## src/hdl/swssd_pkg.sv

```systemverilog
// Package with the shared constants, types and tables of the steady-state detector.
`default_nettype none
package swssd_pkg;

    // Sizing of the window and of the samples.
    localparam int MAX_WINDOW  = 64;
    localparam int SAMPLE_BITS = 40;
    localparam int IDX_W       = $clog2(MAX_WINDOW);
    localparam int WIN_W       = $clog2(MAX_WINDOW + 1);
    localparam int WLEN_W      = 7;
    localparam int SUM_W       = SAMPLE_BITS + IDX_W;
    localparam int WSUM_W      = SAMPLE_BITS + 2 * IDX_W;
    localparam int PROD_W      = WSUM_W + WIN_W;
    localparam int DEN_W       = 4 * WIN_W;

    // Fixed-point result format and the divider.
    localparam int CRIT_W   = 40;
    localparam int FRAC_W   = 16;
    localparam int DVS_W    = 64;
    localparam int DVD_W    = DVS_W + FRAC_W;
    localparam logic [CRIT_W-1:0] CRIT_CAP = {1'b0, {(CRIT_W-1){1'b1}}};
    localparam logic [6:0] PCT_SCALE = 7'd100;

    // Configuration port.
    localparam int CFG_IDX_W  = 3;
    localparam int CFG_DATA_W = 40;
    localparam logic [CFG_IDX_W-1:0] REG_MODE_SLOPE = 3'd0;
    localparam logic [CFG_IDX_W-1:0] REG_USE_IOPS   = 3'd1;
    localparam logic [CFG_IDX_W-1:0] REG_PERCENT    = 3'd2;
    localparam logic [CFG_IDX_W-1:0] REG_WINDOW_LEN = 3'd3;
    localparam logic [CFG_IDX_W-1:0] REG_LIMIT      = 3'd4;

    // Stream widths.
    localparam int IN_DATA_W  = 80;
    localparam int OUT_DATA_W = 48;

    // Datapath operations issued by the controller, one per cycle.
    typedef enum logic [3:0] {
        OP_NONE,
        OP_CAP,
        OP_RD_OLD,
        OP_UPD,
        OP_UPD2,
        OP_SL_MUL,
        OP_SL_DIFF,
        OP_DIV_MEAN,
        OP_SL_PCT,
        OP_DV_RD,
        OP_DV_CMP,
        OP_DIV_Q,
        OP_FIN
    } t_op;

    // Kind of result built at the end of an item.
    typedef enum logic [1:0] {
        K_FILL,
        K_FROZEN,
        K_EVAL,
        K_FAULT
    } t_kind;

    typedef struct packed {
        t_op   op;
        t_kind kind;
    } t_cmd;

    typedef struct packed {
        logic attained;
        logic full_next;
        logic mode_slope;
        logic pct;
        logic div_busy;
        logic q_zero;
        logic sum_zero;
        logic idx_last;
        logic out_free;
    } t_sts;

    typedef enum logic [3:0] {
        S_IDLE,
        S_RDOLD,
        S_UPD,
        S_UPD2,
        S_SL_MUL,
        S_SL_DIFF,
        S_MEAN_GO,
        S_MEAN_WAIT,
        S_SL_PCT,
        S_DV_RD,
        S_DV_CMP,
        S_DV_END,
        S_DIV_GO,
        S_DIV_WAIT,
        S_FIN
    } t_state;

    // Regression denominator n^2(n^2-1)/12 for every window length.
    typedef logic [DEN_W-1:0] t_den_tbl [0:MAX_WINDOW];

    function automatic t_den_tbl f_den_tbl();
        t_den_tbl tbl;
        longint   v;
        for (int i = 0; i <= MAX_WINDOW; i++) begin
            v      = longint'(i) * longint'(i);
            tbl[i] = DEN_W'((v * (v - 1)) / 12);
        end
        return tbl;
    endfunction

    localparam t_den_tbl DEN_TBL = f_den_tbl();

endpackage
`default_nettype wire

```

## src/hdl/swssd_ctrl.sv

```systemverilog
// Controller state machine sequencing the datapath for one sample.
`default_nettype none
module swssd_ctrl
    import swssd_pkg::*;
(
    input  wire logic i_clk,
    input  wire logic i_rst_n,
    input  wire logic i_in_valid,
    output logic      o_in_ready,
    input  wire t_sts i_sts,
    output t_cmd      o_cmd
);

    t_state r_state;
    t_state n_state;
    t_kind  r_kind;
    t_kind  n_kind;

    // State register.
    always_ff @(posedge i_clk) begin
        if (!i_rst_n) begin
            r_state <= S_IDLE;
            r_kind  <= K_FILL;
        end else begin
            r_state <= n_state;
            r_kind  <= n_kind;
        end
    end

    // Next state and command decode.
    always_comb begin
        n_state    = r_state;
        n_kind     = r_kind;
        o_cmd.op   = OP_NONE;
        o_cmd.kind = r_kind;
        o_in_ready = (r_state == S_IDLE);
        unique case (r_state)
            S_IDLE: begin
                if (i_in_valid) begin
                    o_cmd.op = OP_CAP;
                    if (i_sts.attained) begin
                        n_kind  = K_FROZEN;
                        n_state = S_FIN;
                    end else begin
                        n_state = S_RDOLD;
                    end
                end
            end
            S_RDOLD: begin
                o_cmd.op = OP_RD_OLD;
                n_state  = S_UPD;
            end
            S_UPD: begin
                o_cmd.op = OP_UPD;
                n_state  = S_UPD2;
            end
            S_UPD2: begin
                o_cmd.op = OP_UPD2;
                if (!i_sts.full_next) begin
                    n_kind  = K_FILL;
                    n_state = S_FIN;
                end else if (i_sts.mode_slope) begin
                    n_state = S_SL_MUL;
                end else begin
                    n_state = S_DV_RD;
                end
            end
            S_SL_MUL: begin
                o_cmd.op = OP_SL_MUL;
                n_state  = S_SL_DIFF;
            end
            S_SL_DIFF: begin
                o_cmd.op = OP_SL_DIFF;
                n_state  = i_sts.pct ? S_MEAN_GO : S_DIV_GO;
            end
            S_MEAN_GO: begin
                o_cmd.op = OP_DIV_MEAN;
                n_state  = S_MEAN_WAIT;
            end
            S_MEAN_WAIT: begin
                if (!i_sts.div_busy) begin
                    if (i_sts.q_zero) begin
                        n_kind  = K_FAULT;
                        n_state = S_FIN;
                    end else begin
                        n_state = S_SL_PCT;
                    end
                end
            end
            S_SL_PCT: begin
                o_cmd.op = OP_SL_PCT;
                n_state  = S_DIV_GO;
            end
            S_DV_RD: begin
                o_cmd.op = OP_DV_RD;
                n_state  = S_DV_CMP;
            end
            S_DV_CMP: begin
                o_cmd.op = OP_DV_CMP;
                n_state  = i_sts.idx_last ? S_DV_END : S_DV_RD;
            end
            S_DV_END: begin
                if (i_sts.pct && i_sts.sum_zero) begin
                    n_kind  = K_FAULT;
                    n_state = S_FIN;
                end else begin
                    n_state = S_DIV_GO;
                end
            end
            S_DIV_GO: begin
                o_cmd.op = OP_DIV_Q;
                n_state  = S_DIV_WAIT;
            end
            S_DIV_WAIT: begin
                if (!i_sts.div_busy) begin
                    n_kind  = K_EVAL;
                    n_state = S_FIN;
                end
            end
            S_FIN: begin
                if (i_sts.out_free) begin
                    o_cmd.op = OP_FIN;
                    n_state  = S_IDLE;
                end
            end
            default: begin
                n_state = S_IDLE;
            end
        endcase
    end

endmodule
`default_nettype wire

```

## config.mk

```make
export PLATFORM = sky130hd
export DESIGN_NAME = swssd_ctrl
export DESIGN_NICKNAME = d
export VERILOG_FILES = /design/src/hdl/swssd_pkg.sv /design/src/hdl/swssd_ctrl.sv
export SDC_FILE = /design/constraint.sdc
export NUM_CORES = 1
export LEC_CHECK = 0
export ABC_AREA = 1
export ABC_CLOCK_PERIOD_IN_PS = 2650
export BUFFER_PORTS_ARGS = -buffer_cell sky130_fd_sc_hd__clkbuf_2
export CORE_MARGIN = 8
export CORE_UTILIZATION = 35
export DETAILED_ROUTE_END_ITERATION = 16
export PLACE_DENSITY = 0.6
export SYNTH_ARGS = -nofsm -noshare
export SYNTH_HDL_FRONTEND = slang
export SYNTH_SLANG_ARGS = --single-unit
export TNS_END_PERCENT = 1
```

## constraint.sdc

```tcl
create_clock -name i_clk -period 2.65 [get_ports i_clk]
set_input_delay 0.53 -clock i_clk [delete_from_list [all_inputs] [get_ports i_clk]]
set_output_delay 0.53 -clock i_clk [all_outputs]
set_load 0.05 [all_outputs]
```

==> metrics.md, run 1 <==
| Metric | Value |
|---|---|
| Critical Path Sink Type | primary output |
| Syn Nets | 141 |
| Initial DRT Pass Iterations | 4 |
| Post-synth EDFFs | 0 |
| Cells after Synth | 129 |
| Register area share after synthesis | 0.171 |
| Clock Skew | 0.00378 ns |
| Routed len/inst | 11.0 um |
| Routed vias | 840 |
| Fin crit period | 2.21 ns |
| Clock buffer count from CTS | 3 |
| IO Pins | 19 |
| Startpoint types | flop |
| R2r startpoint | r_state[3] |
| Clk slew on worst S/H paths | approximately 0.040 ns |
| Fin worst setup slack | 0.443 ns |
| Initial antenna violation count | 0 |
| Area delta synth->final | 19.8% |
| Metal2 WL | approximately 990 um |
| GR Overflow Total | 0 |
| Synth area leaders | nand2_1 (24%), dfxtp_1 (17%), nor2_1 (9.1%) |
| Final net count | 163 |
| HP Class | flop to flop |
| Crit Path Max Fanout | 7 |
| Hold path cells | 4 |
| N_diodes | 0 |
| Routed vias/inst | 4.77 |
| Worst EP required | 2.12 ns |
| Slew @ Worst Pin | approximately 0.33 ns |
| Crit share post-route | 0.833 |
| DRC Markers | 0 |
| CTS resizes | 0 |
| WL met1 | 812 um |
| Syn Std Cell Area | 702 um^2 |
| WS Path Type | flop to primary output |
| Routed wl met3 | 98 um |
| Clk buf depth | 2 |
| Register bit count reported by yosys | 6 |
| Max-slew headroom | 0.783 |
| Rows | 16 |
| Status | completed |
| Initial core utilization | 0.365 |
| CTS root buffer | clkbuf_4 |
| Final Hold Viols | 0 |
| Unrepaired setup endpoints after global routing | no |
| Routed Antenna Nets | 0 |
| Area leader, netlist | nand2_1 |
| Total number of H-tree levels | 1 |
| Sum of negative setup slack | 0 ns |
| Fin util | 0.438 |
| Cts hold-fix bufs | 0 |
| Top sig layer | met4 |
| Yosys top cell area share | 0.241 |
| Die Span X | 60.8 um |
| Count of different cell masters after synthesis | 20 |
| Share of post-route cells with drive strength above 1 | 0.289 |
| Post-CTS setup buffer count | 0 |
| WL final | 1930 um |
| Chip height | 60.8 um |
| Clock Latency Late Sink | approximately 0.24 ns |
| CTS tree | yes |
| Largest net degree at the start of global routing | 9 |
| Mapped Avg Cell Area | approximately 5.4 um^2 |
| Max Transition Viols Final | 0 |
| Filler cells | 207 |
| Most common cell in the synthesized netlist | nand2_1 |
| Synth top cells by count | nand2_1 (45), nor2_1 (17), inv_1 (15), nand3_1 (7), nor2_2 (7) |
| RD Place Congestion | 0.919 |
| Die area | 3690 um^2 |
| F_max | 453 MHz |
| CP arrival | 1.68 ns |
| Hold path startpoint | r_kind[1] |
| Primary FF master, synth | dfxtp_1 |
| Placeable Area | 1920 um^2 |
| R2R depth | 9 |
| Starting DRT DRC Count | 22 |
| Max-Cap Viols | 0 |
| CTS sink cnt | 6 |
| First-pass GRT wire length | 3330 um |
| Tot GR Track Use | 0.118 |
| Asr flop ratio synth | 0 |
| Final setup fails | 0 |
| Pre-CTS WS | 0.726 ns |
| I/O Buffers | 18 |
| Post-DP HPWL | 1660 um |
| Syn. warnings | 0 |
| CP Launch Point | r_state[1] |
| Number of global-route vias before repair | 819 |
[worst max-delay path, stage by stage, from the launching register on]
cell      delay [ns]
dfxtp_1         0.49
inv_2           0.10
nor2_1          0.18
nand2_1         0.13
nand2_1         0.10
nor2_1          0.05
o211ai_1        0.08
clkbuf_2        0.30
[state kept, by name (all words and copies together), names as in the netlist]
| signal | count |
|---|---|
| r_kind | 2 |
| r_state | 4 |
[path summary, 6_finish.rpt]
check	slack [ns]	to
setup / recovery	0.44	o_cmd[3]
hold / removal	0.51	r_kind[1]
setup reg to reg	1.20	r_kind[0]
hold reg to reg	0.51	r_kind[1]
[metal layers]
metal / GRT usage / vias to the layer above
li1: - / 450
met1: 0.124 / 370
met2: 0.211 / 16
met3: 0.0191 / 4
met4: 0.0797 / 0
met5: 0 / -
[cell type report]
| cell class | instances | area, um^2 | share of cell area |
|---|---|---|---|
| clock buffers | 3 | 22.5 | 0.0268 |
| multi-input cells | 103 | 502 | 0.597 |
| inverters | 19 | 72.6 | 0.0863 |
| well taps | 27 | 33.8 | 0.0402 |
| flip-flops and latches | 6 | 120 | 0.143 |
| repair buffers | 18 | 90.1 | 0.107 |
[cells by family after synthesis]
kind of cell,synth area share
simple gates,0.597
buf+inv,0.114
compound gates,0.118
flops,0.171
[cells in the final DEF (no fill, tap or decap), types with 3 or more instances in the layout]
cell type	synthesis	layout
nor2_1	17	17
dfxtp_1	6	6
a21oi_1	6	6
clkbuf_4	0	3
clkbuf_2	0	18
nand2_1	45	45
inv_2	3	3
nor2_2	7	7
o21ai_1	3	3
nand3_2	3	3
nand3_1	7	7
inv_1	15	15
nand2_2	5	5
[per-stage QoR]
stage	std cells	hold slack, ns	cell area (um^2)
after floorplan	129	0.536	702
after global placement	173	0.500	818
after detailed placement	173	0.515	818
after CTS	176	0.517	841
after global routing	176	0.529	841
final	176	0.514	841
Power of run 1 is not shown: default switching activity piles up to over one toggle a cycle in this logic, so the estimate is an artifact.
==> run 2: changes to the inputs <==
ABC_AREA = 0   (was 1)
ABC_CLOCK_PERIOD_IN_PS = 1800   (was 2650)
PLACE_DENSITY = 0.62   (was 0.6)
clock period = 1.8 ns   (was 2.65 ns; I/O delays follow)
==> run 2 against run 1 <==
Critical path depth is 2 lower. Register-to-register slack worse by 1.0 ns. Non-clock buffer count up 14. Sequential share of layout area fell by 1.4 points. Largest cell class unchanged.
==> metrics.md, run 2 <==
| Metric | Value |
|---|---|
| Internal reg-to-reg setup slack | 0.17 ns (was 1.20 ns) |
| Synth area leaders | dfxtp_1 (17%), nor2_1 (6.5%), nand2_1 (5.4%) (was nand2_1 (24%), dfxtp_1 (17%), nor2_1 (9.1%)) |
| Worst r2r dst | r_kind[1] (was r_kind[0]) |
| Clock Skew | 0.00153 ns (was 0.00378 ns) |
| R2r startpoint | r_state[1] (was r_state[3]) |
| Sum of negative setup slack | 0 ns (unchanged) |
| Routed vias | 842 (was 840) |
| Hold path startpoint | i_rst_n (was r_kind[1]) |
| Max-slew headroom | 0.804 (was 0.783) |
| Largest net degree at the start of global routing | 16 (was 9) |
| Chip height | 60.6 um (was 60.8 um) |
| Unrepaired setup endpoints after global routing | no (unchanged) |
| Largest registers | r_state: 4 flops, r_kind: 2 flops (unchanged) |
| Mapped Avg Cell Area | 6.70 um^2 (was 5.44 um^2) |
| Clock buffer count from CTS | 3 (unchanged) |
| Leakage | 0.000416 uW |
| Storage cell area | 125 um^2 (was 120 um^2) |
| F_max | 575 MHz |
| Max FFs per register | 4 (unchanged) |
| Syn. warnings | 0 (unchanged) |
| Clock Latency Late Sink | 0.24 ns (about the same) |
| R2R depth | 5 (was 9) |
| Final setup fails | 0 (unchanged) |
| CTS sink cnt | 6 (unchanged) |
| Initial core utilization | 0.363 (was 0.365) |
| Total power | 1870 uW |
| Rows | 16 (unchanged) |
| Most common cell in the synthesized netlist | nor2_1 (was nand2_1) |
| Startpoint types | flop (unchanged) |
| Filler cells | 200 (was 207) |
| Status | completed (unchanged) |
| Routed Antenna Nets | 0 (unchanged) |
| Die area | 3670 um^2 (was 3690 um^2) |
| RD Place Congestion | 0.940 (was 0.919) |
| Tot GR Track Use | 0.112 (was 0.118) |
| Die Span X | 60.6 um (was 60.8 um) |
| Slew @ Worst Pin | 0.294 ns (was 0.326 ns) |
| Post-synth EDFFs | 0 (unchanged) |
| Largest register by flop count | r_state (unchanged) |
| Primary FF master, synth | dfxtp_1 (unchanged) |
| Routed vias/inst | 5.33 (was 4.77) |
| Placeable Area | 1920 um^2 (unchanged) |
| Critical Path Sink Type | primary output (unchanged) |
| Fin util | 0.505 (was 0.438) |
| IO Pins | 19 (unchanged) |
| Initial antenna violation count | 0 (unchanged) |
| Commonest non-fill, non-tap cell in the layout | buf_4 (was nand2_1) |
| Max-Cap Viols | 0 (unchanged) |
| Starting DRT DRC Count | 17 (was 22) |
| GR Overflow Total | 0 (unchanged) |
| Register bit count reported by yosys | 6 (unchanged) |
| Final std cell area, no fill | 970 um^2 (was 841 um^2) |
| Register area share after synthesis | 0.172 (was 0.171) |
| Fin crit period | 1.74 ns |
| HP Class | input pin to flop (was flop to flop) |
| Multi-input gate area | 547 um^2 (was 502 um^2) |
| Post-CTS setup buffer count | 0 (unchanged) |
| Count of different cell masters after synthesis | 35 (was 20) |
| WL final | 2040 um (was 1930 um) |
| Total number of H-tree levels | 1 (unchanged) |
| Area delta synth->final | 39.1% (was 19.8%) |
| WS Path Type | flop to primary output (unchanged) |
| Yosys top cell area share | 0.172 (was 0.241) |
| Syn Nets | 116 (was 141) |
| Final net count | 145 (was 163) |
| Clk slew on worst S/H paths | 0.04 ns (about the same) |
| N_diodes | 0 (unchanged) |
| Hold path cells | 2 (was 4) |
| Crit Path Max Fanout | 13 (was 7) |
| Cts hold-fix bufs | 0 (unchanged) |
| Worst EP required | 1.44 ns (was 2.12 ns) |
| Post-DP HPWL | 1650 um (was 1660 um) |
| Crit share post-route | 0.966 |
| CP arrival | 1.38 ns (was 1.68 ns) |
| Non-filler cells, final | 158 (was 176) |
| Final Hold Viols | 0 (unchanged) |
| Clk buf depth | 2 (unchanged) |
| VDD IR max | 0.000884 V |
| Synth top cells by count | nor2_1 (12), nand2_1 (10), a21oi_1 (7), o21ai_0 (7) (was nand2_1 (45), nor2_1 (17), inv_1 (15), nand3_1 (7), nor2_2 (7)) |
| First-pass GRT wire length | 3270 um (was 3330 um) |
| Number of global-route vias before repair | 788 (was 819) |
| Max Transition Viols Final | 0 (unchanged) |
| Routed len/inst | 12.9 um (was 11.0 um) |
| DRC Markers | 0 (unchanged) |
| Inst Count DP | 155 (was 173) |
| Placement Cell Area | 925 um^2 (was 818 um^2) |
| CTS tree | yes (unchanged) |
| Cells after Synth | 104 (was 129) |
| Initial DRT Pass Iterations | 4 (unchanged) |
| CTS root buffer | clkbuf_4 (unchanged) |
| PD cells | 1930 nW/um^2 |
| Syn Std Cell Area | 697 um^2 (was 702 um^2) |
| Share of post-route cells with drive strength above 1 | 0.351 (was 0.289) |
| Asr flop ratio synth | 0 (unchanged) |
| Most frequent cells in the layout | buf_4 (15), clkbuf_2 (13), nor2_1 (12), nand2_1 (10) (was nand2_1 (45), clkbuf_2 (18), nor2_1 (17), inv_1 (15)) |
| Hold EP | r_kind[0] (was r_kind[1]) |
| I/O Buffers | 18 (unchanged) |
| Area leader, netlist | dfxtp_1 (was nand2_1) |
==> run 2: changes by cell type after synthesis, sizes merged, moves of 5 or more <==
cell	change
nor2	-14
buf	+6
nand3	-5
o21ai	+6
inv	-16
nor2b	+6
nand2	-40
==> run 2: cells by family (layout without fill, tap and decap cells) <==
family / after synthesis / after routing / synth area share
muxes: 3 / 3 / 0.0431
DFF: 6 / 6 / 0.172
AOI/OAI and AO/OA: 33 / 33 / 0.311
and+or+nand+nor: 50 / 50 / 0.382
buffers and inverters: 10 / 37 / 0.0646
xor gates and xnor gates: 1 / 1 / 0.0126
adders and majority gates: 1 / 1 / 0.0144
==> run 2: repair_timing <==
action	4_1_cts	5_1_grt
setup endpoints to repair	5	4
resized for setup	7	5
pin swaps	0	0
==> run 2: metal layers <==
| metal | track usage | share of wire |
|---|---|---|
| met1 | 0.139 | 0.46 |
| met2 | 0.183 | 0.48 |
| met3 | 0.0148 | 0.043 |
| met4 | 0.0598 | 0.015 |
| met5 | 0 | 0 |
==> run 2: area by class of cell <==
cell class                      instances  share of cell area
Clock buffer                            3              0.0232
Multi-Input combinational cell         88               0.564
Timing Repair Buffer                   32               0.241
Sequential cell                         6               0.129
Tap cell                               27              0.0348
Inverter                                2             0.00774
==> run 2: worst max-delay path, cell delays in order, from the launching register on <==
cell     delay, ns
dfxtp_2       0.37
buf_4         0.18
nor2b_2       0.14
a21oi_1       0.09
o22ai_2       0.19
buf_12        0.16
==> run 2: report_power, final <==
| part | total, uW | switching, uW | internal [uW] |
|---|---|---|---|
| sequential | 283 | 92.9 | 190 |
| clock | 121 | 45.8 | 75.2 |
| combinational | 1460 | 822 | 643 |
| total | 1870 | 961 | 908 |
==> run 2: through the flow <==
stage          setup WS (ns)  hold slack, ns
6_report              0.0617           0.437
5_1_grt              0.00378           0.449
3_3_place_gp           0.149           0.447
2_1_floorplan         -0.209           0.488
3_5_place_dp           0.134           0.449
4_1_cts               0.0304           0.430
==> run 2: worst max path at each step <==
stage               cells past startpoint         to       start  slack, ns
floorplan                               6   o_cmd[2]  r_state[1]      -0.21
detailed placement                      5  r_kind[0]  r_state[1]       0.13
finish                                  5   o_cmd[3]  r_state[1]       0.06
global placement                        5  r_kind[1]  r_state[1]       0.15
global route                            5   o_cmd[3]  r_state[1]      0.004
CTS                                     5   o_cmd[5]  r_state[2]       0.03
Power figures use the tool's default switching activity.
==> run 3: changes to the inputs <==
CORE_UTILIZATION = 45   (was 35)
PLACE_DENSITY = 0.72   (was 0.62)
==> run 3 against run 2 <==
Routed wire length decreased by 1.1%. Cell area decreased by 3.1%. Sequential share of layout area increased by 0.41 points. Worst hold slack got worse by 0.0012 ns. Sequential power increased by 4%. Combinational power decreased by 3%.
==> metrics.md, run 3 (synthesis gave the netlist of run 2 again) <==
| Metric | Value |
|---|---|
| Status | completed (unchanged) |
| Max-Cap Viols | 0 (unchanged) |
| Worst path depth | 4 (was 5) |
| CP arrival | 1.36 ns (was 1.38 ns) |
| Unrepaired setup endpoints after global routing | no (unchanged) |
| Slew @ Worst Pin | 0.299 ns (was 0.294 ns) |
| Initial core utilization | 0.474 (was 0.363) |
| PD cells | 1950 nW/um^2 (was 1930 nW/um^2) |
| WL met1 | 931 um (was 934 um) |
| Hold WS | 0.436 ns (was 0.437 ns) |
| Top sig layer | met4 (unchanged) |
| Clock buffer count from CTS | 3 (unchanged) |
| Non-filler cells, final | 146 (was 158) |
| Sw Share | 0.521 (was 0.514) |
| Max FFs per register | 4 (unchanged) |
| Logic pwr share | 0.773 (was 0.784) |
| CTS root buffer | clkbuf_4 (unchanged) |
| Total number of H-tree levels | 1 (unchanged) |
| Post-CTS setup buffer count | 0 (unchanged) |
| Sequential power share | 0.161 (was 0.151) |
| GR Overflow Total | 0 (unchanged) |
| Slowest library cell on the worst path | dfxtp_2 (unchanged) |
| Rows | 14 (was 16) |
| Largest registers | r_state: 4 flops, r_kind: 2 flops (unchanged) |
| Hold path cells | 2 (unchanged) |
| First-pass GRT wire length | 3310 um (was 3270 um) |
| Initial antenna violation count | 0 (unchanged) |
| Startpoint types | flop (unchanged) |
| Final net count | 144 (was 145) |
| HP Class | input pin to flop (unchanged) |
| Max-slew headroom | 0.800 (was 0.804) |
| Crit share post-route | 0.954 (was 0.966) |
| CP top delay family | flip-flops (unchanged) |
| WL final | 2020 um (was 2040 um) |
| VDD IR max | 0.000968 V (was 0.000884 V) |
| DRC Markers | 0 (unchanged) |
| CTS sink cnt | 6 (unchanged) |
| Clock Latency Late Sink | 0.24 ns (about the same) |
| Die area | 3060 um^2 (was 3670 um^2) |
| Routed Antenna Nets | 0 (unchanged) |
| Number of global-route vias before repair | 770 (was 788) |
| WS Path Type | flop to primary output (unchanged) |
| IO Pins | 19 (unchanged) |
| Initial DRT Pass Iterations | 4 (unchanged) |
| Routed vias/inst | 5.82 (was 5.33) |
| Commonest non-fill, non-tap cell in the layout | clkbuf_2 (was buf_4) |
| Placeable Area | 1470 um^2 (was 1920 um^2) |
| Storage cell area | 125 um^2 (unchanged) |
| Starting DRT DRC Count | 39 (was 17) |
| I/O Buffers | 18 (unchanged) |
| NetSw | 953 uW (was 961 uW) |
| Clk pwr share | 0.067 (was 0.065) |
| Routed wl met3 | 91 um (was 88 um) |
| Chip height | 55.4 um (was 60.6 um) |
| Largest net degree at the start of global routing | 16 (unchanged) |
| Leakage | 0.000407 uW (was 0.000416 uW) |
| Die Span X | 55.4 um (was 60.6 um) |
| Multi-input gate area | 544 um^2 (was 547 um^2) |
| RD Place Congestion | 0.937 (was 0.940) |
| Worst EP required | 1.44 ns (about the same) |
| Critical Path Max Stage Delay | 0.40 ns (was 0.37 ns) |
| Routed vias | 850 (was 842) |
| Inst Count DP | 143 (was 155) |
| Crit Path Max Fanout | 9 (was 13) |
| N_diodes | 0 (unchanged) |
| Final setup fails | 0 (unchanged) |
| Worst path cell trace | nor2b_1 > a21oi_1 > o22ai_2 > buf_12 (was buf_4 > nor2b_2 > a21oi_1 > o22ai_2 > buf_12) |
| Metal2 WL | 967 um (was 983 um) |
| Max Transition Viols Final | 0 (unchanged) |
| Clk slew on worst S/H paths | 0.04 ns (about the same) |
| Clk buf depth | 2 (unchanged) |
| Fin crit period | 1.72 ns (was 1.74 ns) |
| Pint | 877 uW (was 908 uW) |
| Filler cells | 124 (was 200) |
| F_max | 582 MHz (was 575 MHz) |
| Area delta synth->final | 34.8% (was 39.1%) |
| Routed len/inst | 13.8 um (was 12.9 um) |
| Crit path buffers/inverters | 1 (was 2) |
| Clock Skew | 0.00286 ns (was 0.00153 ns) |
| Most frequent cells in the layout | clkbuf_2 (15), buf_4 (13), nor2_1 (12), nand2_1 (10) (was buf_4 (15), clkbuf_2 (13), nor2_1 (12), nand2_1 (10)) |
| CTS tree | yes (unchanged) |
| Share of post-route cells with drive strength above 1 | 0.338 (was 0.351) |
| R2R depth | 5 (unchanged) |
| Post-DP HPWL | 1560 um (was 1650 um) |
| Tot GR Track Use | 0.121 (was 0.112) |
| Critical Path Sink Type | primary output (unchanged) |
| Largest register by flop count | r_state (unchanged) |
| Final Hold Viols | 0 (unchanged) |
## run 3: power groups by stage
stage / Combinational (uW) / Sequential [uW] / Clock, uW
after floorplan: 940 / 250 / 0
after global placement: 1370 / 283 / 0
after detailed placement: 1380 / 287 / 0
after CTS: 1390 / 291 / 129
after global routing: 1510 / 306 / 133
final: 1410 / 294 / 122
## run 3: layout make-up
type,instances,share of cell area
clock buffers,3,0.0240
inverters,2,0.00799
multi-input cells,88,0.579
flip-flops and latches,6,0.133
well taps,16,0.0213
repair buffers,31,0.234
## run 3: timing repair
| item | CTS | global route |
|---|---|---|
| endpoints found under the setup margin | 4 | 2 |
| gates resized for setup | 4 | 3 |
| gates cloned | 0 | 0 |
| hold buffers | 0 | 0 |
## run 3: metrics by stage
| stage | setup WS, ns | TNS, ns | power (uW) | area (um^2) | utilization |
|---|---|---|---|---|---|
| final | 0.0828 | 0 | 1830 | 940 | 0.639 |
| after global placement | 0.156 | 0 | 1650 | 903 | 0.614 |
| after CTS | 0.0287 | 0 | 1810 | 931 | 0.633 |
| after global routing | 0.0121 | 0 | 1950 | 940 | 0.639 |
| after floorplan | -0.209 | -0.209 | 1190 | 703 | - |
| after detailed placement | 0.133 | 0 | 1670 | 903 | 0.614 |
## run 3: path summary, 6_finish.rpt
check | startpoint | slack, ns | to
worst max-delay path | r_state[2] | 0.08 | o_cmd[3]
worst min register to register | r_kind[1] | 0.46 | r_kind[1]
worst max register to register | r_state[1] | 0.17 | r_kind[1]
worst min-delay path | i_rst_n | 0.44 | r_kind[0]
## run 3: per-layer routing
metal	GRT usage	up-vias
met5	0	-
met4	0.0528	0
met3	0.0137	3
met2	0.200	29
met1	0.151	389
li1	-	429
